==> src/sv/tspsa_pkg.sv <==
// shared types and constants for the transport stream packet sync aligner
// no dependencies; imported by every module of the block
`default_nettype none

package tspsa_pkg;

    // default geometry of the delay line
    localparam int PKT_LEN_DEF      = 188;
    localparam int SYNC_PACKETS_DEF = 4;

    // sync byte after reset
    localparam logic [7:0] SYNC_RESET = 8'h47;

    // output queue
    localparam int OUTQ_DEPTH = 4;
    localparam int OUTQ_IDX_W = $clog2(OUTQ_DEPTH);
    localparam int OUTQ_CNT_W = $clog2(OUTQ_DEPTH + 1);

    // register port
    localparam int PADDR_W   = 3;
    localparam int REG_IDX_W = PADDR_W - 2;
    localparam logic [REG_IDX_W-1:0] REG_SYNC_VALUE = REG_IDX_W'(0);

    // one output word
    typedef struct packed {
        logic [7:0] out_byte;
        logic       packet_start;
        logic       packet_end;
    } out_word_t;

    // control of the decision stage
    typedef struct packed {
        logic valid;   // a word is in the decision stage
        logic decide;  // delay line was full, oldest byte gets a verdict
    } s1_ctl_t;

endpackage

`default_nettype wire

==> src/sv/tspsa_out_queue.sv <==
// small output queue with credit check against the word in flight
// depends on tspsa_pkg
`default_nettype none

module tspsa_out_queue
    import tspsa_pkg::*;
(
    input  wire logic      clk,
    input  wire logic      rst_n,
    input  wire logic      in_flight,
    input  wire logic      push,
    input  wire out_word_t push_word,
    input  wire logic      pop,
    output logic           space_ok,
    output logic           head_valid,
    output out_word_t      head_word
);

    localparam logic [OUTQ_IDX_W-1:0] IDX_LAST = OUTQ_IDX_W'(OUTQ_DEPTH - 1);

    out_word_t             q_mem_reg [OUTQ_DEPTH];
    logic [OUTQ_IDX_W-1:0] head_reg, head_next;
    logic [OUTQ_IDX_W-1:0] tail_reg, tail_next;
    logic [OUTQ_CNT_W-1:0] cnt_reg, cnt_next;
    logic [OUTQ_CNT_W:0]   committed;

    // queued words plus the one still in the decision stage
    assign committed = {1'b0, cnt_reg} + {{OUTQ_CNT_W{1'b0}}, in_flight};
    assign space_ok  = (committed < (OUTQ_CNT_W+1)'(OUTQ_DEPTH));

    always_comb
    begin
        head_next = head_reg;
        tail_next = tail_reg;
        cnt_next  = cnt_reg;
        if (push)
        begin
            tail_next = (tail_reg == IDX_LAST) ? '0 : tail_reg + 1'b1;
        end
        if (pop)
        begin
            head_next = (head_reg == IDX_LAST) ? '0 : head_reg + 1'b1;
        end
        if (push && !pop)
        begin
            cnt_next = cnt_reg + 1'b1;
        end
        else if (pop && !push)
        begin
            cnt_next = cnt_reg - 1'b1;
        end
    end

    always_ff @(posedge clk or negedge rst_n)
    begin
        if (!rst_n)
        begin
            head_reg <= '0;
            tail_reg <= '0;
            cnt_reg  <= '0;
        end
        else
        begin
            head_reg <= head_next;
            tail_reg <= tail_next;
            cnt_reg  <= cnt_next;
        end
    end

    always_ff @(posedge clk)
    begin
        if (push)
        begin
            q_mem_reg[tail_reg] <= push_word;
        end
    end

    assign head_valid = (cnt_reg != '0);
    assign head_word  = q_mem_reg[head_reg];

endmodule

`default_nettype wire

==> config.mk <==
export PLATFORM = sky130hd
export DESIGN_NAME = tspsa_out_queue
export DESIGN_NICKNAME = d
export VERILOG_FILES = /design/src/sv/tspsa_pkg.sv /design/src/sv/tspsa_out_queue.sv
export SDC_FILE = /design/constraint.sdc
export NUM_CORES = 1
export LEC_CHECK = 0
export ABC_AREA = 1
export ABC_CLOCK_PERIOD_IN_PS = 2410
export BUFFER_PORTS_ARGS = -buffer_cell sky130_fd_sc_hd__buf_2
export CAP_MARGIN = 20
export CELL_PAD_IN_SITES_DETAIL_PLACEMENT = 1
export CELL_PAD_IN_SITES_GLOBAL_PLACEMENT = 2
export CORE_MARGIN = 1.5
export CORE_UTILIZATION = 35
export CTS_BUF_LIST = sky130_fd_sc_hd__clkbuf_16
export DETAILED_ROUTE_END_ITERATION = 10
export HOLD_SLACK_MARGIN = 0.1
export PLACE_DENSITY_LB_ADDON = 0.1
export SKIP_CTS_REPAIR_TIMING = 1
export SLEW_MARGIN = 20
export SYNTH_ARGS = -nofsm -noshare
export SYNTH_HDL_FRONTEND = slang
export SYNTH_SLANG_ARGS = --single-unit
==> constraint.sdc <==
create_clock -name clk -period 2.41 [get_ports clk]
set_clock_uncertainty 0.15 [all_clocks]
set_input_delay 0.1205 -clock clk [delete_from_list [all_inputs] [get_ports clk]]
set_output_delay 0.1205 -clock clk [all_outputs]
set_load 0.05 [all_outputs]
Word level (Yosys, flattened, before mapping)
Memories as Yosys holds them, arrays and structs flattened.
Index checks and enable logic that the tools add are counted.
{ "word_totals": {"reg_bits": 7, "ram_bits": 40, "out_inout_bits": 12, "n_memories": 1} }
{ "classes": {"add_sub_neg": 5, "order_cmp": 1, "n_eq_ne": 2, "muxes": 6, "reduce_logical": 6} }
{ "mem_list": {"columns": ["memory", "words", "word_bits", "read_ports", "rd_ports_with_merged_regs", "wr", "line", "text"], "rows": [
  ["q_mem_reg", 4, 10, 1, 0, 1, "tspsa_out_queue.sv:21", "out_word_t q_mem_reg [OUTQ_DEPTH];"]
]} }
{ "ops": {"columns": ["op", "count"], "rows": [
  ["two-way mux 3 bit", 2],
  ["adder 2 x 1 -> 2 bit, second input constant", 2],
  ["adder 3 x 1 -> 4 bit", 1],
  ["equality test 2 bit, second input constant", 2],
  ["less-than comparator 4 x 3 -> 1 bit, second input constant", 1],
  ["two-way mux 2 bit", 2],
  ["adder 3 x 1 -> 3 bit, second input constant", 1],
  ["nonzero test 3 bit", 1],
  ["subtractor 3 x 1 -> 3 bit, second input constant", 1],
  ["logical AND 1 bit", 2],
  ["zero test 1 bit", 2],
  ["two-way mux 1 bit", 2],
  ["nonzero test 2 bit", 1]
]} }

Logic depth before layout (Yosys ltp)
{ "depth": {"depth_word": 4, "mapped_depth": 9, "mapped_depth_nobuf": 9} }

Worst setup path after synthesis
Ideal clock, no wire load.
{ "synth_path": {"kind": "reg-to-reg", "startpoint": "register tail_reg[0]", "endpoint": "memory q_mem_reg[2][0] (netlist name) (enable)", "t_arrival_ps": 871, "t_required_ps": 1926, "slack_ps": 1055, "path_stages_with_launch": 5, "n_path_buf": 0, "period_less_slack_ps": 1355, "path_cell_list": "dfrtp_1 -> inv_1 -> ha_1 -> nand2_1 -> inv_1"} }
{ "synth_lines": {"columns": ["item", "line", "text"], "rows": [
  ["from (decl)", "tspsa_out_queue.sv:23", "logic [OUTQ_IDX_W-1:0] tail_reg, tail_next;"],
  ["from (signal assigned)", "tspsa_out_queue.sv:65", "tail_reg <= tail_next;"],
  ["to (decl)", "tspsa_out_queue.sv:21", null]
]} }
Straight into the memory's write port.

==> run_results.csv <==
group,metric,value,unit
status,status,"completed",
synth,syn_avg_cell_area,12.54,µm²
synth,yosys.area_share.simple,9.393,%
synth,synth-seq-cells,47,
synth,synth_top_area_share,56.01,%
routing,ant_nets,0,
routing,num_vias,1300,
floorplan,core-area,0.005921,mm²
sta,fmax,483.5,MHz
grt,grt_usage,14.39,%
routing,dr.pass1.iters,4,
setup_path,critPathTopFamily,"flip-flops",
setup_path,slowest_stage,"dfrtp_1",
synth,synthTopCellsByCount,"44 x nand2_1, 40 x edfxtp_1, 30 x inv_1",
sta,worst_pin_slew,0.6596,ns
synth,synth_top_family_by_area,"compound AO/OA/AOI/OAI gates",
routing,drcViolationCount,0,
final_layout,drive_gt1_share,28.04,%
cts,cts_made_buffers,5,
cts,clk_latency,0.28,ns
sta,hold_violations,0,
grt,grt_pass1_wl,6872,µm
routing,vias_per_cell,4.498,
sta,fin_crit_sh,85.82,%
min_path,hp-class,"flip-flop to flip-flop",
placed_design,gp_congestion,0.6743,
grt,grt_overflow,0,
routing,drt-initial-drc-count,48,
synth,synth-xor-area-share,0.4084,%
sta,maxSlewHeadroom,56.02,%
power,max-vdd-ir-drop,0.4755,mV
power,p_leak,0.001166,µW
cts,root_buffer,"clkbuf_16",
cts,cts_tree,"yes",
sta,holdWs,0.3390,ns
synth,synth_area,0.002145,mm²
synth,syn_nets,193,
synth,synthMostInstantiatedCell,"nand2_1",
sta,setup_viol_count_final,0,
synth,async_reset_ff_share,14.89,%
cts,htree_levels,2,
setup_path,max_stage_delay,0.77,ns
synth,yosys.area.top_type,"edfxtp_1",
final_layout,final_core_util,44.46,%
power,power_density,1278,mW/mm²
setup_path,worstSetupEndpointType,"output pin",
synth,seq_area_frac_synth,64.18,%
placed_design,port_buffers,26,
cts,cts_sinks,47,
setup_path,critical_path_class,"flip-flop to output pin",
final_layout,largest_register_ffs,40,
sta,slew_violations,0,
setup_path,crit_chain,"inv_2 -> o211ai_2 -> nand2_1 -> buf_2",
sta,rsz0062_at_grt,"false",
final_layout,finalNetCount,235,
synth,yosys_most_used_dff,"edfxtp_1",
routing,totalWireLength,4227,µm
floorplan,initial_utilization,36.22,%
synth,synth_adder_area_share,4.434,%
flow_run,maxCapViolCount,0,
cts,cts.reportedPaths.clkPinSlew,0.06,ns
setup_path,cp.required,2.14,ns
setup_path,crit_buf_inv,2,
placed_design,dpl.hpwl,2864,µm
floorplan,die_width,81.28,µm
final_layout,diodes,0,
grt,grt_max_degree,25,
sta,setup_tns,0,ns
sta,worst_slack,0.3417,ns
setup_path,cp_max_fo,12,
synth,netlist_instances,171,
cts,cts_max_path_buffers,2,
grt,antenna_found_initial,0,
floorplan,ioPinCount,27,
floorplan,fp-row-count,28,
synth,synth_edf_count,40,
setup_path,start_kind,"flip-flop",
final_layout,synthToLayoutAreaGrowth,22.75,%
synth,synthDistinctLibCells,18,
grt,grt_pass1_vias,1387,
floorplan,die-area,0.006606,mm²
floorplan,dieHeight,81.28,µm
routing,wl_per_cell,14.63,µm
synth,muxShareOfSynthArea,0,%
synth,synthTopCellsByArea,"edfxtp_1 56%, o211ai_2 12%, dfrtp_1 8.2%",
sta,finalCriticalPeriod,2.068,ns
synth,synth-compound-area-share,12.84,%
placed_design,place_ws,0.6282,ns
setup_path,arrival,1.80,ns
synth,yosys_warnings,0,
==> routing by layer <==
layer / share of wire (%) / wire, µm / global-route usage [%]
met4: 1.5 / 62 / 5.690
met5: 0 / 0 / 0
met1: 46 / 1951 / 18.11
met3: 2.3 / 97 / 2.472
met2: 50 / 2115 / 24.46
==> worst min-delay path: cells and delay by family, from the launching register on <==
kind             cells  cell delay [ns]
DFF                  1             0.35
and+or+nand+nor      2             0.11
==> power breakdown <==
part           switching [µW]  total (µW)  internal [µW]
registers                 137        1210           1080
clock network             282         765            484
logic                    1000        1380            383
==> path summary, 6_finish.rpt <==
path,cells after the start,from,endpoint,slack (ns)
min reg2reg,2,cnt_reg[2],cnt_reg[2],0.34
min,2,cnt_reg[2],cnt_reg[2],0.34
max,4,head_reg[1],head_word[2],0.34
max reg2reg,4,tail_reg[0],q_mem_reg[0][5],0.75
min in group asynchronous,3,rst_n,cnt_reg[2],0.66
max in group asynchronous,3,rst_n,cnt_reg[0],1.19
==> per-stage QoR <==
stage | cells | instance area [µm²] | total power, µW
4_1_cts | 275 | 2492 | 3401
3_3_place_gp | 267 | 2328 | 2573
6_report | 289 | 2633 | 3364
2_1_floorplan | 171 | 2145 | 2328
5_1_grt | 289 | 2633 | 3581
3_5_place_dp | 267 | 2328 | 2626
==> final cells by class <==
type / instances / area [µm²]
Multi-Input combinational cell: 84 / 580.6
Sequential cell: 47 / 1376
Clock inverter: 3 / 38.79
Clock buffer: 5 / 125.1
Timing Repair Buffer: 41 / 290.3
Tap cell: 75 / 93.84
Inverter: 34 / 127.6
Fill cell: 621 / 3288
==> cells by family after synthesis <==
family	after synthesis
fa+ha+maj	7
buf+inv	40
compound gates	25
xor+xnor	1
simple gates	51
flops	47
==> cell usage in the layout, fill, tap and decap left out, types with 4 or more instances in the layout <==
master | Yosys | routed
dlygate4sd3_1 | 0 | 14
inv_1 | 30 | 30
o211ai_2 | 20 | 20
nand2_1 | 44 | 44
ha_1 | 6 | 6
inv_2 | 4 | 4
dfrtp_1 | 7 | 7
buf_2 | 0 | 26
edfxtp_1 | 40 | 40
clkbuf_16 | 0 | 5
(Power assumes the default switching activity.)
