==> config.mk <==
export PLATFORM = sky130hd
export DESIGN_NAME = tspsa_sync_ctrl
export DESIGN_NICKNAME = d
export VERILOG_FILES = /design/src/sv/tspsa_pkg.sv /design/src/sv/tspsa_sync_ctrl.sv
export SDC_FILE = /design/constraint.sdc
export NUM_CORES = 1
export LEC_CHECK = 0
export BUFFER_PORTS_ARGS = -buffer_cell sky130_fd_sc_hd__buf_2
export CAP_MARGIN = 10
export CELL_PAD_IN_SITES_DETAIL_PLACEMENT = 1
export CELL_PAD_IN_SITES_GLOBAL_PLACEMENT = 1
export CORE_ASPECT_RATIO = 0.8
export CORE_MARGIN = 2
export CORE_UTILIZATION = 25
export DETAILED_ROUTE_END_ITERATION = 12
export PLACE_DENSITY_LB_ADDON = 0.1
export RECOVER_POWER = 50
export REMOVE_ABC_BUFFERS = 1
export SYNTH_ARGS = -nofsm -noshare
export SYNTH_HDL_FRONTEND = slang
export SYNTH_SLANG_ARGS = --single-unit
export TNS_END_PERCENT = 1
==> constraint.sdc <==
create_clock -name clk -period 2.3 [get_ports clk]
set_input_delay 0.115 -clock clk [delete_from_list [all_inputs] [get_ports clk]]
set_output_delay 0.115 -clock clk [all_outputs]
set_load 0.05 [all_outputs]
==> src/sv/tspsa_pkg.sv <==
// shared types and constants for the transport stream packet sync aligner
// no dependencies; imported by every module of the block
`default_nettype none

package tspsa_pkg;

    // default geometry of the delay line
    localparam int PKT_LEN_DEF      = 188;
    localparam int SYNC_PACKETS_DEF = 4;

    // sync byte after reset
    localparam logic [7:0] SYNC_RESET = 8'h47;

    // output queue
    localparam int OUTQ_DEPTH = 4;
    localparam int OUTQ_IDX_W = $clog2(OUTQ_DEPTH);
    localparam int OUTQ_CNT_W = $clog2(OUTQ_DEPTH + 1);

    // register port
    localparam int PADDR_W   = 3;
    localparam int REG_IDX_W = PADDR_W - 2;
    localparam logic [REG_IDX_W-1:0] REG_SYNC_VALUE = REG_IDX_W'(0);

    // one output word
    typedef struct packed {
        logic [7:0] out_byte;
        logic       packet_start;
        logic       packet_end;
    } out_word_t;

    // control of the decision stage
    typedef struct packed {
        logic valid;   // a word is in the decision stage
        logic decide;  // delay line was full, oldest byte gets a verdict
    } s1_ctl_t;

endpackage

`default_nettype wire

==> src/sv/tspsa_sync_ctrl.sv <==
// lock tracking and packet framing on the oldest byte of the window
// depends on tspsa_pkg
`default_nettype none

module tspsa_sync_ctrl
    import tspsa_pkg::*;
#(
    parameter int PKT_LEN      = PKT_LEN_DEF,
    parameter int SYNC_PACKETS = SYNC_PACKETS_DEF
)
(
    input  wire logic                         clk,
    input  wire logic                         rst_n,
    input  wire s1_ctl_t                      s1_ctl,
    input  wire logic [SYNC_PACKETS-1:0][7:0] look_bytes,
    input  wire logic [7:0]                   sync_value,
    output logic                              emit,
    output out_word_t                         emit_word
);

    localparam int POS_W = $clog2(PKT_LEN);
    localparam logic [POS_W-1:0] POS_LAST = POS_W'(PKT_LEN - 1);

    logic             locked_reg, locked_next;
    logic [POS_W-1:0] pos_reg, pos_next;
    logic             run_found;
    logic             start;

    always_comb
    begin
        run_found = 1'b1;
        for (int k = 0; k < SYNC_PACKETS; k++)
        begin
            if (look_bytes[k] != sync_value)
            begin
                run_found = 1'b0;
            end
        end
    end

    always_comb
    begin
        locked_next = locked_reg;
        pos_next    = pos_reg;
        emit        = 1'b0;
        start       = 1'b0;
        if (s1_ctl.valid && s1_ctl.decide)
        begin
            if (locked_reg && pos_reg != '0)
            begin
                emit = 1'b1;
            end
            else if (locked_reg)
            begin
                if (look_bytes[0] == sync_value)
                begin
                    emit  = 1'b1;
                    start = 1'b1;
                end
                else
                begin
                    locked_next = 1'b0;
                    pos_next    = '0;
                end
            end
            else if (run_found)
            begin
                locked_next = 1'b1;
                emit        = 1'b1;
                start       = 1'b1;
            end
            if (emit)
            begin
                pos_next = (pos_reg == POS_LAST) ? '0 : pos_reg + 1'b1;
            end
        end
    end

    always_ff @(posedge clk or negedge rst_n)
    begin
        if (!rst_n)
        begin
            locked_reg <= 1'b0;
            pos_reg    <= '0;
        end
        else
        begin
            locked_reg <= locked_next;
            pos_reg    <= pos_next;
        end
    end

    assign emit_word.out_byte     = look_bytes[0];
    assign emit_word.packet_start = start;
    assign emit_word.packet_end   = (pos_reg == POS_LAST);

endmodule

`default_nettype wire

# Yosys cells after proc, flatten, opt, wreduce, memory -nomap -nowiden
# Index checks and enable logic that the tools add are counted.
[op_classes]
mux = 17
addsub = 1
n_eq_ne = 8
reduce_logical = 6
n_bitwise = 1
[ops]
columns = ["operator", "n"]
rows = [
  ["2-to-1 mux 8 bit", 5],
  ["!= test 8 bit", 4],
  ["2-to-1 mux 1 bit", 12],
  ["adder 8 x 1 -> 8 bit (second input constant)", 1],
  ["== test 8 bit", 1],
  ["== test 8 bit (second input constant)", 1],
  ["nonzero test 8 bit", 1],
  ["!= test 2 x 1 -> 1 bit (second input constant)", 2],
  ["AND reduction 4 bit", 1],
  ["logical AND 1 bit", 2],
  ["AND reduction 2 bit", 1],
  ["nonzero test 2 bit", 1],
  ["NOT 1 bit", 1],
]
[totals]
ff_bits = 9
word_cells = 35

# Longest topological paths before layout
[logic_depth]
ltp_word = 11
mapped_depth = 7
depth_no_buf = 6

# Least setup slack after synthesis
# OpenSTA, ideal clock, no wires.
[synth_timing]
path_type = "input -> register"
start = "in sync_value[6]"
end = "reg pos_reg[6]"
path_buffers = 0
slack_ns = 0.088
required_time_ns = 2.231
arrival_time_ns = 2.143
stages = 6
cell_sequence = "or3_1 > a222oi_1 > and4_1 > a21oi_1 > nor2_1 > a22o_1"
[synth_via]
elab_chain_cells = 11
word_cells_on_any_way = 19
cone_classes = "eq/ne (7); mux (10); reduce/logical (2)"
[synth_rtl]
columns = ["element", "line_no", "source"]
rows = [
  ["from (decl)", "tspsa_sync_ctrl.sv:16", "input wire logic [7:0] sync_value,"],
  ["!= test 8 bit", "tspsa_sync_ctrl.sv:34", "if (look_bytes[k] != sync_value)"],
  ["2-to-1 mux 1 bit (4 in a row)", "tspsa_sync_ctrl.sv:34", ""],
  ["2-to-1 mux 1 bit", "tspsa_sync_ctrl.sv:66", "else if (run_found)"],
  ["2-to-1 mux 1 bit", "tspsa_sync_ctrl.sv:53", "else if (locked_reg)"],
  ["2-to-1 mux 1 bit", "tspsa_sync_ctrl.sv:49", "if (locked_reg && pos_reg != '0)"],
  ["2-to-1 mux 1 bit", "tspsa_sync_ctrl.sv:47", "if (s1_ctl.valid && s1_ctl.decide)"],
  ["!= test 2 x 1 -> 1 bit (no source line) / nonzero test 2 bit (equally long branches)", "-", ""],
  ["AND reduction 4 bit (no source line)", "-", ""],
  ["to (signal assigned)", "tspsa_sync_ctrl.sv:89", "pos_reg <= pos_next;"],
  ["to (decl)", "tspsa_sync_ctrl.sv:25", "logic [POS_W-1:0] pos_reg, pos_next;"],
]
# Parallel ways exist; a longest one is shown, timed or not. The select of a mux whose other input is x is not followed.
# A chain may end at the register's enable or synchronous reset.

# Worst setup path after layout
[layout_timing]
start = "in sync_value[6]"
end = "out emit"
[layout_via]
elab_chain_cells = 10
word_cells_on_any_way = 15
cone_classes = "eq/ne (5); mux (10)"
[layout_rtl]
columns = ["element", "line_no", "source"]
rows = [
  ["!= test 8 bit", "tspsa_sync_ctrl.sv:34", ""],
  ["2-to-1 mux 1 bit (4 in a row)", "tspsa_sync_ctrl.sv:34", ""],
  ["2-to-1 mux 1 bit", "tspsa_sync_ctrl.sv:66", ""],
  ["2-to-1 mux 1 bit (*)", "tspsa_sync_ctrl.sv:53", ""],
  ["2-to-1 mux 1 bit (*)", "tspsa_sync_ctrl.sv:49", ""],
  ["2-to-1 mux 1 bit (*) (2 in a row)", "tspsa_sync_ctrl.sv:47", ""],
  ["to (decl)", "tspsa_sync_ctrl.sv:17", "output logic emit,"],
]
# Every way passes the cells marked *; elsewhere a longest branch is shown, timed or not. The select of a mux whose other input is x is not followed.

==> run_results.csv <==
group,metric,value,unit
run_status,outcome,"complete, no violations",
placement,io_buffers,54,
timing,finalHoldViolCount,0,
placement,dp_cells,201,
finish,fillers,455,
floorplanning,io_pins,55,
synth,synth_largest_area_cell,"dfrtp_1",
synth,ys.flop_type,"dfrtp_1",
synth,syn_avg_cell_area,8.41,µm²
setup_path,cp.arrival,2.05,ns
floorplanning,num_rows,19,
global_route,gr-usage-met3,3.77,%
worst_hold_path,hold_class,"in -> async",
setup_path,cp_max_fo,4,
timing,fmax,461,MHz
detailed_routing,drc,0,
setup_path,endpoint_kind,"output port",
detailed_routing,via_per_inst,5.07,
timing,tightest_slew,0.596,ns
synth,async_flop_share,100,%
synth,synth_top_cell_area_share,23.9,%
synth,syn_area,942,µm²
floorplanning,core,3520,µm²
flow_run,drv_cap,0,
cts,htree_levels,1,
placement,place_hpwl,2620,µm
finish,diodes,0,
finish,layout.cells.non_filler,206,
global_route,grt_pass1_vias,1084,
setup_path,rr_endpoint,"pos_reg[7]",
cts,clk-insertion-delay-late,0.24,ns
timing,whs,0.360,ns
setup_path,r2r_slack,0.44,ns
global_route,busiest_layer,"met2",
power_and_ir_drop,powerDensity,379,nW/µm²
global_route,grt_pass1_wl,4960,µm
setup_path,slowest_delay,0.42,ns
detailed_routing,ant_nets,0,
floorplanning,start_util,26.8,%
detailed_routing,dr.pass1.iters,4,
power_and_ir_drop,power,479,µW
timing,slew_viol_final,0,
cts,cts_buffer_depth,2,
setup_path,crit_family,"simple AND/OR/NAND/NOR gates",
synth,synth_seq_cells,9,
detailed_routing,routedWlPerCell,14.4,µm
setup_path,reg2reg_from,"pos_reg[3]",
cts,cts_sinks,9,
detailed_routing,postRouteWirelength,2970,µm
timing,rsz0062_at_grt,"no",
cts,cts_buffers,3,
floorplanning,die_h,58.9,µm
timing,finalCriticalPeriod,2.17,ns
setup_path,path_cells,"buf_2, or3_1, a222oi_1, and4_1, a21oi_1, buf_4, nor2_1, buf_2",
cts,clkTransAtPathRegs,0.05,ns
timing,slew-limit-headroom,60.5,%
floorplanning,die_width,72.6,µm
floorplanning,die_area,4280,µm²
detailed_routing,drt_iter0_drc,47,
detailed_routing,dr_total_vias,1045,
timing,skew,0.00472,ns
setup_path,crit_buf_inv,3,
global_route,use_met2,23.4,%
placement,place_ws,0.0550,ns
setup_path,path_common_cell,"buf_2",
synth,synth_area_leaders,"dfrtp_1 (24%), xnor2_1 (12%), buf_4 (7.2%)",
cts,cts_root_buf,"clkbuf_8",
timing,setup_viol,0,
global_route,grt_util_met1,21.2,%
global_route,gr-total-overflow,0,
power_and_ir_drop,p_leak,0.566,nW
finish,largest_reg_flops,8,
synth,synth-edff-count,0,
placement,globalplace.congestion,0.807,
power_and_ir_drop,peakVddDrop,0.182,mV
synth,synth_cells,112,
timing,layout_setup_ws,0.132,ns
synth,ys_seq_area_share,23.9,%
timing,post-route-period-util,94.3,%
setup_path,critPathLaunchType,"primary input",
setup_path,r2r_cells,5,
setup_path,required,2.18,ns
finish,syn_to_final_growth,34.0,%
global_route,antenna_found_initial,0,
finish,fin_nets,211,
synth,yosysWarnings,0,
finish,drive_gt1_share,37.2,%
setup_path,slowest_stage,"a222oi_1",
global_route,gr-usage-all-layers,14.9,%
cts,tritoncts,"yes",
synth,synth_cell_types,40,
global_route,grt_start_max_net_pins,10,
setup_path,crit_type,"in -> out",
cts,cts_setup_buffers,0,
[worst register-to-register path: cells and delay by family (launching register included)]
kind,cells,cell delay [ns]
and+or+nand+nor,1,0.29
DFF,1,0.42
AOI/OAI and AO/OA,4,1.04
[report_power, final]
group / switching, mW / internal [mW] / total [mW]
Clock: 0.0712 / 0.122 / 0.193
Sequential: 0.0000000381 / 0.159 / 0.159
Combinational: 0.0749 / 0.0527 / 0.128
[synth_stat cells (2+ instances only)]
library cell   n
a22o_1         5
a22oi_1        2
a31oi_1        4
and4_1         2
buf_4          9
dfrtp_1        9
ha_1           2
inv_1          3
nand2_1        5
nand3_1       10
nand4_1        5
nor2_1         7
nor3_1         3
o21ai_0        2
or2_2          2
or3_1          5
or4_1          2
xnor2_1       13
[metrics by stage]
stage | utilization (%) | instance area (µm²) | TNS [ns]
final | 35.9 | 1260 | 0
after global routing | 35.9 | 1260 | 0
after CTS | 36.1 | 1270 | 0
after detailed placement | 34.5 | 1210 | 0
after global placement | 34.5 | 1210 | 0
after floorplan | - | 870 | -0.689
[worst max-delay path by stage]
stage                        startpoint           end  slack [ns]  cells after the start
after floorplan           sync_value[6]  emit_word[1]       -0.69                      5
after global placement    sync_value[6]          emit        0.15                      8
after detailed placement  sync_value[6]    pos_reg[2]        0.06                      7
after CTS                 sync_value[6]          emit        0.11                      8
after global routing      sync_value[6]          emit        0.01                      8
final                     sync_value[6]          emit        0.13                      8
[cells in the final DEF, fill, tap and decap left out, types with 2 or more instances in the layout]
cell type  synthesis  layout
nor3_1             3       3
or2_2              2       2
ha_1               2       2
buf_2              1      48
dfrtp_1            9       9
nor2_1             7       7
nand2_1            5       5
clkbuf_8           0       3
inv_1              3       3
nand3_1           10      10
clkbuf_1           0       7
xnor2_1           13      13
or3_1              5       5
or4_1              2       2
a31oi_1            4       4
nand4_1            5       5
buf_4              9       3
a22o_1             5       5
o21ai_0            2       2
a22oi_1            2       2
and4_1             2       2
[area by class of cell]
| type | instances | area [µm²] | area share, % |
|---|---|---|---|
| Multi-Input combinational cell | 89 | 629 | 49.9 |
| Timing Repair Buffer | 58 | 295 | 23.4 |
| Sequential cell | 9 | 225 | 17.8 |
| Tap cell | 42 | 52.6 | 4.16 |
| Clock buffer | 4 | 45.0 | 3.57 |
| Inverter | 4 | 15.0 | 1.19 |
[layer usage]
layer / vias up / wire, µm
li1: 528 / -
met2: 24 / 1370
met5: - / 0
met4: 0 / 15
met3: 3 / 112
met1: 490 / 1470
[cell families after synthesis]
kind of cell	after synthesis	synth area share [%]
multiplexers	1	1.20
AO/OA/AOI/OAI	25	20.6
adder cells (fa/ha/maj)	2	2.66
flip-flops	9	23.9
AND/OR/NAND/NOR	47	29.4
XOR/XNOR	14	13.0
buffers and inverters	14	9.29
[repair_timing]
item                                   4_1_cts  5_1_grt
endpoints found under the hold margin        9        0
gates resized for setup                      0        0
hold buffers                                 1        0
(Power assumes the default switching activity.)
