`config.mk`:
```
export PLATFORM = sky130hd
export DESIGN_NAME = tspsa_apb_regs
export DESIGN_NICKNAME = d
export VERILOG_FILES = /design/src/sv/tspsa_pkg.sv /design/src/sv/tspsa_apb_regs.sv
export SDC_FILE = /design/constraint.sdc
export NUM_CORES = 1
export LEC_CHECK = 0
export BUFFER_PORTS_ARGS = -buffer_cell sky130_fd_sc_hd__clkbuf_2
export CAP_MARGIN = 20
export CORE_MARGIN = 8
export CORE_UTILIZATION = 30
export CTS_CLUSTER_SIZE = 20
export DETAILED_ROUTE_END_ITERATION = 12
export GPL_TIMING_DRIVEN = 0
export PLACE_DENSITY = 0.79
export RECOVER_POWER = 100
export SETUP_SLACK_MARGIN = 0.1
export SYNTH_ARGS = -nofsm -noshare
export SYNTH_HDL_FRONTEND = slang
export SYNTH_SLANG_ARGS = --single-unit
```
`constraint.sdc`:
```
create_clock -name clk -period 1 [get_ports clk]
set_clock_uncertainty 0.05 [all_clocks]
set_input_delay 0.1 -clock clk [delete_from_list [all_inputs] [get_ports clk]]
set_output_delay 0.1 -clock clk [all_outputs]
set_load 0.02 [all_outputs]
```
`src/sv/tspsa_pkg.sv`:
```
// shared types and constants for the transport stream packet sync aligner
// no dependencies; imported by every module of the block
`default_nettype none

package tspsa_pkg;

    // default geometry of the delay line
    localparam int PKT_LEN_DEF      = 188;
    localparam int SYNC_PACKETS_DEF = 4;

    // sync byte after reset
    localparam logic [7:0] SYNC_RESET = 8'h47;

    // output queue
    localparam int OUTQ_DEPTH = 4;
    localparam int OUTQ_IDX_W = $clog2(OUTQ_DEPTH);
    localparam int OUTQ_CNT_W = $clog2(OUTQ_DEPTH + 1);

    // register port
    localparam int PADDR_W   = 3;
    localparam int REG_IDX_W = PADDR_W - 2;
    localparam logic [REG_IDX_W-1:0] REG_SYNC_VALUE = REG_IDX_W'(0);

    // one output word
    typedef struct packed {
        logic [7:0] out_byte;
        logic       packet_start;
        logic       packet_end;
    } out_word_t;

    // control of the decision stage
    typedef struct packed {
        logic valid;   // a word is in the decision stage
        logic decide;  // delay line was full, oldest byte gets a verdict
    } s1_ctl_t;

endpackage

`default_nettype wire

```
`src/sv/tspsa_apb_regs.sv`:
```
// apb register block holding the sync byte
// depends on tspsa_pkg
`default_nettype none

module tspsa_apb_regs
    import tspsa_pkg::*;
(
    input  wire logic               clk,
    input  wire logic               rst_n,
    input  wire logic               psel,
    input  wire logic               penable,
    input  wire logic               pwrite,
    input  wire logic [PADDR_W-1:0] paddr,
    input  wire logic [31:0]        pwdata,
    output logic      [31:0]        prdata,
    output logic                    pready,
    output logic      [7:0]         sync_value
);

    logic [REG_IDX_W-1:0] reg_idx;
    logic                 wr_en;
    logic [7:0]           sync_reg;
    logic [7:0]           sync_next;

    assign reg_idx = paddr[PADDR_W-1:2];
    assign wr_en   = psel & penable & pwrite;
    assign pready  = 1'b1;

    always_comb
    begin
        sync_next = sync_reg;
        prdata    = 32'd0;
        unique case (reg_idx)
            REG_SYNC_VALUE:
            begin
                prdata = {24'd0, sync_reg};
                if (wr_en)
                begin
                    sync_next = pwdata[7:0];
                end
            end
            default:
            begin
                prdata = 32'd0;
            end
        endcase
    end

    always_ff @(posedge clk or negedge rst_n)
    begin
        if (!rst_n)
        begin
            sync_reg <= SYNC_RESET;
        end
        else
        begin
            sync_reg <= sync_next;
        end
    end

    assign sync_value = sync_reg;

endmodule

`default_nettype wire

```
* Word level (Yosys, flattened, before mapping)
Cells that the tools add are included.
** Storage, ports and cells
- Flip-flop bits (word level) :: 8
- Logic and storage cells :: 6
- Output and inout bits :: 41
- Input port bits :: 40
** Cells by class
- Bitwise gates (word level) :: 3
- Multiplexer cells :: 1
- Reductions and logical operators :: 1
** Operators with widths (number)
- 2-to-1 mux 8 bit :: 1
- bitwise AND 1 bit :: 2
- AND reduction 2 bit :: 1
- NOT 1 bit :: 1

* Depth between registers and ports, before layout
Gate-level depths: netlist of the first run.
- Word-level depth :: 3
- Depth in mapped cells :: 2
- Depth with buffers taken out :: 2

* Worst setup path before layout of the first run
No wires, ideal clock.
- Path type :: register -> output
- From :: register sync_reg[0] (netlist: sync_value[0])
- To :: output prdata[0]
- Data arrival time :: 0.784 ns
- Path buffers :: 0
- Stages on the path, launching flop included :: 2
- Data required time :: 0.850 ns
- Path slack :: 0.066 ns
- Cells stage by stage :: dfstp_2 -> and2b_2
** Between the ends
- Cells in the longest elaborated chain, start to end :: 1
** RTL lines
- start, declared :: line tspsa_apb_regs.sv:22 : logic [7:0] sync_reg;
- start signal, assigned :: line tspsa_apb_regs.sv:57 : sync_reg <= sync_next;
- 2-to-1 mux 8 bit :: line tspsa_apb_regs.sv:33 : unique case (reg_idx)
- end, declared :: line tspsa_apb_regs.sv:15 : output logic [31:0] prdata,
No other way between the ends.

* Final worst setup path of the first run
Same ends and word-level chain as after synthesis.

==> results of run 1 <==
==> worst max-delay path: cells and delay by family (launching register included) <==
family / cells / cell delay (ns)
AND/OR/NAND/NOR: 1 / 0.16
flip-flops: 1 / 0.54
buffers and inverters: 1 / 0.11
==> area by class of cell <==
| class | count | area share (%) |
|---|---|---|
| clock buffers | 4 | 2.43 |
| repair buffers | 37 | 31.6 |
| flip-flops and latches | 8 | 19.0 |
| multi-input cells | 42 | 26.4 |
| well taps | 27 | 3.13 |
| plain buffers | 25 | 17.4 |
==> stage by stage <==
step / cells / worst slack [ns]
5_1_grt: 143 / -0.235
3_3_place_gp: 131 / -0.0399
4_1_cts: 142 / -0.229
2_1_floorplan: 75 / 0.0656
3_5_place_dp: 131 / -0.0556
6_report: 143 / -0.199
==> path summary, 6_finish.rpt <==
| check | start | endpoint | slack [ns] | depth (start not counted) |
|---|---|---|---|---|
| max | sync_value[0] | prdata[0] | -0.20 | 2 |
| min in group asynchronous | rst_n | sync_value[3] | 0.25 | 2 |
| max in group asynchronous | rst_n | sync_value[6] | 0.31 | 2 |
| min reg2reg | sync_value[2] | sync_value[2] | 0.58 | 1 |
| max reg2reg | sync_value[5] | sync_value[5] | -0.03 | 3 |
| min | pwdata[5] | sync_value[5] | 0.02 | 2 |
==> what timing repair did <==
| item | 4_1_cts | 5_1_grt |
|---|---|---|
| setup buffers | 6 | 1 |
| gates resized for setup | 35 | 17 |
| hold buffers | 1 | 0 |
| endpoints found under the setup margin | 16 | 20 |
| hold endpoints to repair | 8 | 0 |
==> placed cells by master, fill, tap and decap left out <==
cell type and n:
buf_8 13, clkbuf_2 13, clkbuf_4 4, buf_4 27, clkbuf_1 5, dlygate4sd3_1 1
and2b_2 8, nand4b_4 1, mux2_2 6, dfrtp_1 4, mux2_4 2, conb_1 25
buf_6 3, dfstp_2 4
==> kinds of logic (layout without fill, tap and decap cells) <==
group / Yosys count / in the layout
AND/OR/NAND/NOR: 9 / 9
flip-flops: 8 / 8
other: 2 / 25
multiplexers: 8 / 8
buffers and inverters: 25 / 66
==> power by group through the flow <==
stage	Sequential, mW	Clock, mW	Combinational [mW]
after detailed placement	0.478	0	0.591
after global routing	0.471	0.303	0.968
after floorplan	0.562	0	0.328
final	0.462	0.266	0.920
after global placement	0.468	0	0.584
after CTS	0.470	0.287	0.872
==> per-layer routing <==
layer	global-route usage [%]	part of all wire (%)
met4	4.08	0
met3	4.52	13
met1	6.71	32
met5	0	0
met2	17.1	55
==> impl_metrics.toml, run 1 <==
[synth]
synth_edf_count = 0
synth-xor-area-share_pct = 0
synth_top_family_by_area = "buffers and inverters"
syn_area_um2 = 584
synthSimpleGateAreaFrac_pct = 16.1
synth_compound_area_share_pct = 0
synthFlopType = "dfstp_2"
synth_seq_cells = 8
synth.largest_area_cell = "buf_4"
ys_seq_area_share_pct = 35.1
synth_top_area_share_pct = 32.1
synth_cells = 52
avgSynthCellArea_um2 = 11.2
synth_cell_type_count = 7
synth_fa_ha_area_share_pct = 0
yosys-top-cells-count = "25 x buf_4, 8 x and2b_2, 8 x mux2_2, 4 x dfrtp_1, 4 x dfstp_2"
yosysMostFrequentCell = "buf_4"
synth_area_leaders = "buf_4 32%, dfstp_2 18%, dfrtp_1 17%"
ys.warnings.count = 0
synthMuxAreaShare_pct = 15.4
async_reset_ff_share_pct = 100

[layout]
fill_cells = 168
finalInstanceArea_mm2 = 0.00108
largest_reg_flops = 8
regArea_um2 = 205
n_antenna_cell = 0
final_nets = 157
fin_util_pct = 56.8
area_growth_pct = 84.8
drive_gt1_share_pct = 69.8
multiInputGateArea_um2 = 285

[placement]
gp_congestion = 0.670
place_area_um2 = 850
io_buffers = 29

[sta]
whs_ns = 0.0227
setup_viol = 17
hold_viol = 0
fmax_mhz = 834
setup_slack_ns = -0.199
tns_ns = -1.90
period_share_pct = 120
finalMaxSlewViolations = 0
rsz0062_at_grt = "true"
min_period_ns = 1.20

[global_route]
grt_pass1_wl_um = 2300
grt_pass1_vias = 514
grt_overflow = 0
antenna_found_initial = 0
grt_max_degree = 10
track_usage_pct = 8.73

[power]
power_mw = 1.65
pwr-share-comb_pct = 55.8
internal_power_mw = 1.08
p_seq_share_pct = 28.0
swShare_pct = 34.6
p_sw_mw = 0.571
peakVddDrop_uv = 681
clock_power_share_pct = 16.2
power.density_mw_per_mm2 = 1530
leakage_nw = 0.614

[floorplan]
design.die.area_mm2 = 0.00362
fp.coreArea_mm2 = 0.00190
rows = 16
die_w_um = 60.1
dieHeight_um = 60.1
initial_core_util_pct = 30.7
io-pin-count = 81

[route]
wl_um = 1630
avgViaCountPerCell = 3.38
route.vias.total = 483
drt_iter0_drc = 2
first_pass_iters = 2
drtAntennaViolNets = 0
drc = 0
wl_per_cell_um = 11.4

[outcome]
violations = "setup timing"
status = "finished, violations left"

[clock_network]
cts_sinks = 8
clk_pin_slew_ns = 0.06
cts_tree = "done"
htree_num_levels = 1
cts-root-buf = "clkbuf_4"
cts.path.max_buffers = 2
clock_latency_ns = 0.25
numCtsBuffers = 3

[setup_path]
critPathKind = "flop to output port"
crit_path_max_incr_delay_ns = 0.54
critPathRequiredTime_ns = 0.85
endpoint_kind = "output port"
slowest_stage = "dfstp_2"
startpoint_type = "flop"
crit_path_max_fanout = 3
arrival_ns = 1.05
cp_cell_sequence = "and2b_2 -> buf_8"

[flow_run]
max-cap-violations = 0

[hold_path]
hp-class = "input pin to flop"
Power figures use the tool's default switching activity.
==> run 2: changes to the inputs <==
==> constraint.sdc (replaced) <==
create_clock -name clk -period 1.3 [get_ports clk]
set_clock_uncertainty 0.05 [all_clocks]
set_input_delay 0.13 -clock clk [delete_from_list [all_inputs] [get_ports clk]]
set_output_delay 0.13 -clock clk [all_outputs]
set_load 0.02 [all_outputs]
==> impl_metrics.toml, run 2 (synthesized netlist as in run 1, its figures left out) <==
[outcome]
status = "complete, no violations"

[power]
power.density_mw_per_mm2 = 1160
leakage_nw = 0.519
peakVddDrop_uv = 467

[layout]
final_cell_mix = "28 x buf_4, 25 x conb_1, 15 x clkbuf_2"
regArea_um2 = 205
final_nets = 153
finalInstanceArea_um2 = 911
fill_cells = 187
multiInputGateArea_um2 = 263
largest_reg_flops = 8
stdcell_count = 139
layout_commonest_cell = "buf_4"
drive_gt1_share_pct = 60.7
n_antenna_cell = 0
area_growth_pct = 55.9
fin_util_pct = 47.9

[route]
wl_per_cell_um = 10.3
wl_um = 1440
top_layer = "met3"
drt_iter0_drc = 6
first_pass_iters = 2
drc = 0
route.vias.total = 449
met1_length_um = 496
met3_length_um = 206
drtAntennaViolNets = 0
dr_wl_met2_um = 732
avgViaCountPerCell = 3.23

[placement]
io_buffers = 29
gp_congestion = 0.670
place_area_um2 = 850
dp.cells = 131

[setup_path]
startpoint_type = "flop"
cp_cell_sequence = "and2b_2 -> buf_2"
crit_path_max_incr_delay_ns = 0.53
endpoint_kind = "output port"
crit_path_max_fanout = 3
critPathRequiredTime_ns = 1.12
critical-path-top-delay-family = "flip-flops"
critPathKind = "flop to output port"
path_buf_inv = 1
slowest_stage = "dfstp_2"
arrival_ns = 1.06
rr_worst_depth = 2
cp.depth = 2

[global_route]
grt_max_degree = 10
antenna_found_initial = 0
track_usage_pct = 7.50
grt_pass1_vias = 444
grt_pass1_wl_um = 1960
grt_overflow = 0

[clock_network]
cts-root-buf = "clkbuf_4"
cts_tree = "done"
clock_latency_ns = 0.25
cts_sinks = 8
clk_pin_slew_ns = 0.06
numCtsBuffers = 3
htree_num_levels = 1
cts.path.max_buffers = 2

[floorplan]
initial_core_util_pct = 30.7
fp.coreArea_mm2 = 0.00190
die_w_um = 60.1
design.die.area_mm2 = 0.00362
rows = 16
io-pin-count = 81
dieHeight_um = 60.1

[flow_run]
max-cap-violations = 0

[sta]
finalMaxSlewViolations = 0
fmax_mhz = 805
hold_viol = 0
whs_ns = 0.0532
period_share_pct = 95.5
tns_ns = 0
setup_viol = 0
rsz0062_at_grt = "true"
min_period_ns = 1.24

[hold_path]
hp-class = "input pin to flop"
holdPathStages = 2
-- run 2: changes by cell type in the layout (fill, tap and decap cells not counted) --
cell,change
clkbuf_2,+2
dfstp_2,-2
buf_8,-10
clkbuf_1,+6
dfstp_1,+2
buf_6,-3
buf_2,+1
buf_4,+1
mux2_2,+2
nand4b_4,-1
mux2_4,-2
clkbuf_4,-1
nand4b_1,+1
-- run 2: worst register-to-register path, cell delays in order, from the launching register on --
cell and delay, ns:
dfrtp_1 0.38, buf_4 0.13, mux2_2 0.25
-- run 2: layout make-up --
type | instances | share of cell area (%)
Multi-Input combinational cell | 42 | 28.8
Sequential cell | 8 | 22.5
Timing Repair Buffer | 33 | 21.4
Clock buffer | 4 | 2.88
Tap cell | 27 | 3.71
Buffer | 25 | 20.6
-- run 2: metrics by stage --
step	total power, mW	setup slack (ns)
3_3_place_gp	0.809	0.230
2_1_floorplan	0.684	0.336
6_report	1.05	0.0582
4_1_cts	1.07	0.0389
3_5_place_dp	0.822	0.214
5_1_grt	1.12	0.0200
-- run 2: path summary, 6_finish.rpt --
check                      slack, ns            end     startpoint
max                             0.06      prdata[6]  sync_value[6]
min                             0.05  sync_value[5]      pwdata[5]
max reg2reg                     0.38  sync_value[5]  sync_value[5]
min reg2reg                     0.48  sync_value[3]  sync_value[3]
max in group asynchronous       0.59  sync_value[6]          rst_n
min in group asynchronous       0.27  sync_value[3]          rst_n
-- run 2: timing repair --
action                                 CTS  global route
cloned                                   0             0
setup endpoints to repair                4             8
hold buffers                             1             0
pin swaps                                0             0
endpoints found under the hold margin    8             0
buffers inserted                         0             3
resized for setup                        8             9
-- run 2: routing by layer --
layer | vias up | GRT usage (%)
met5 | - | 0
met4 | 0 | 4.08
met3 | 0 | 4.52
met2 | 29 | 13.7
met1 | 184 | 5.98
li1 | 236 | -
-- run 2: where the power goes --
group          internal [mW]  total, mW  switching [mW]
clock                  0.118      0.205          0.0876
combinational          0.220      0.492           0.272
sequential             0.320      0.356          0.0358
total                  0.658       1.05           0.395
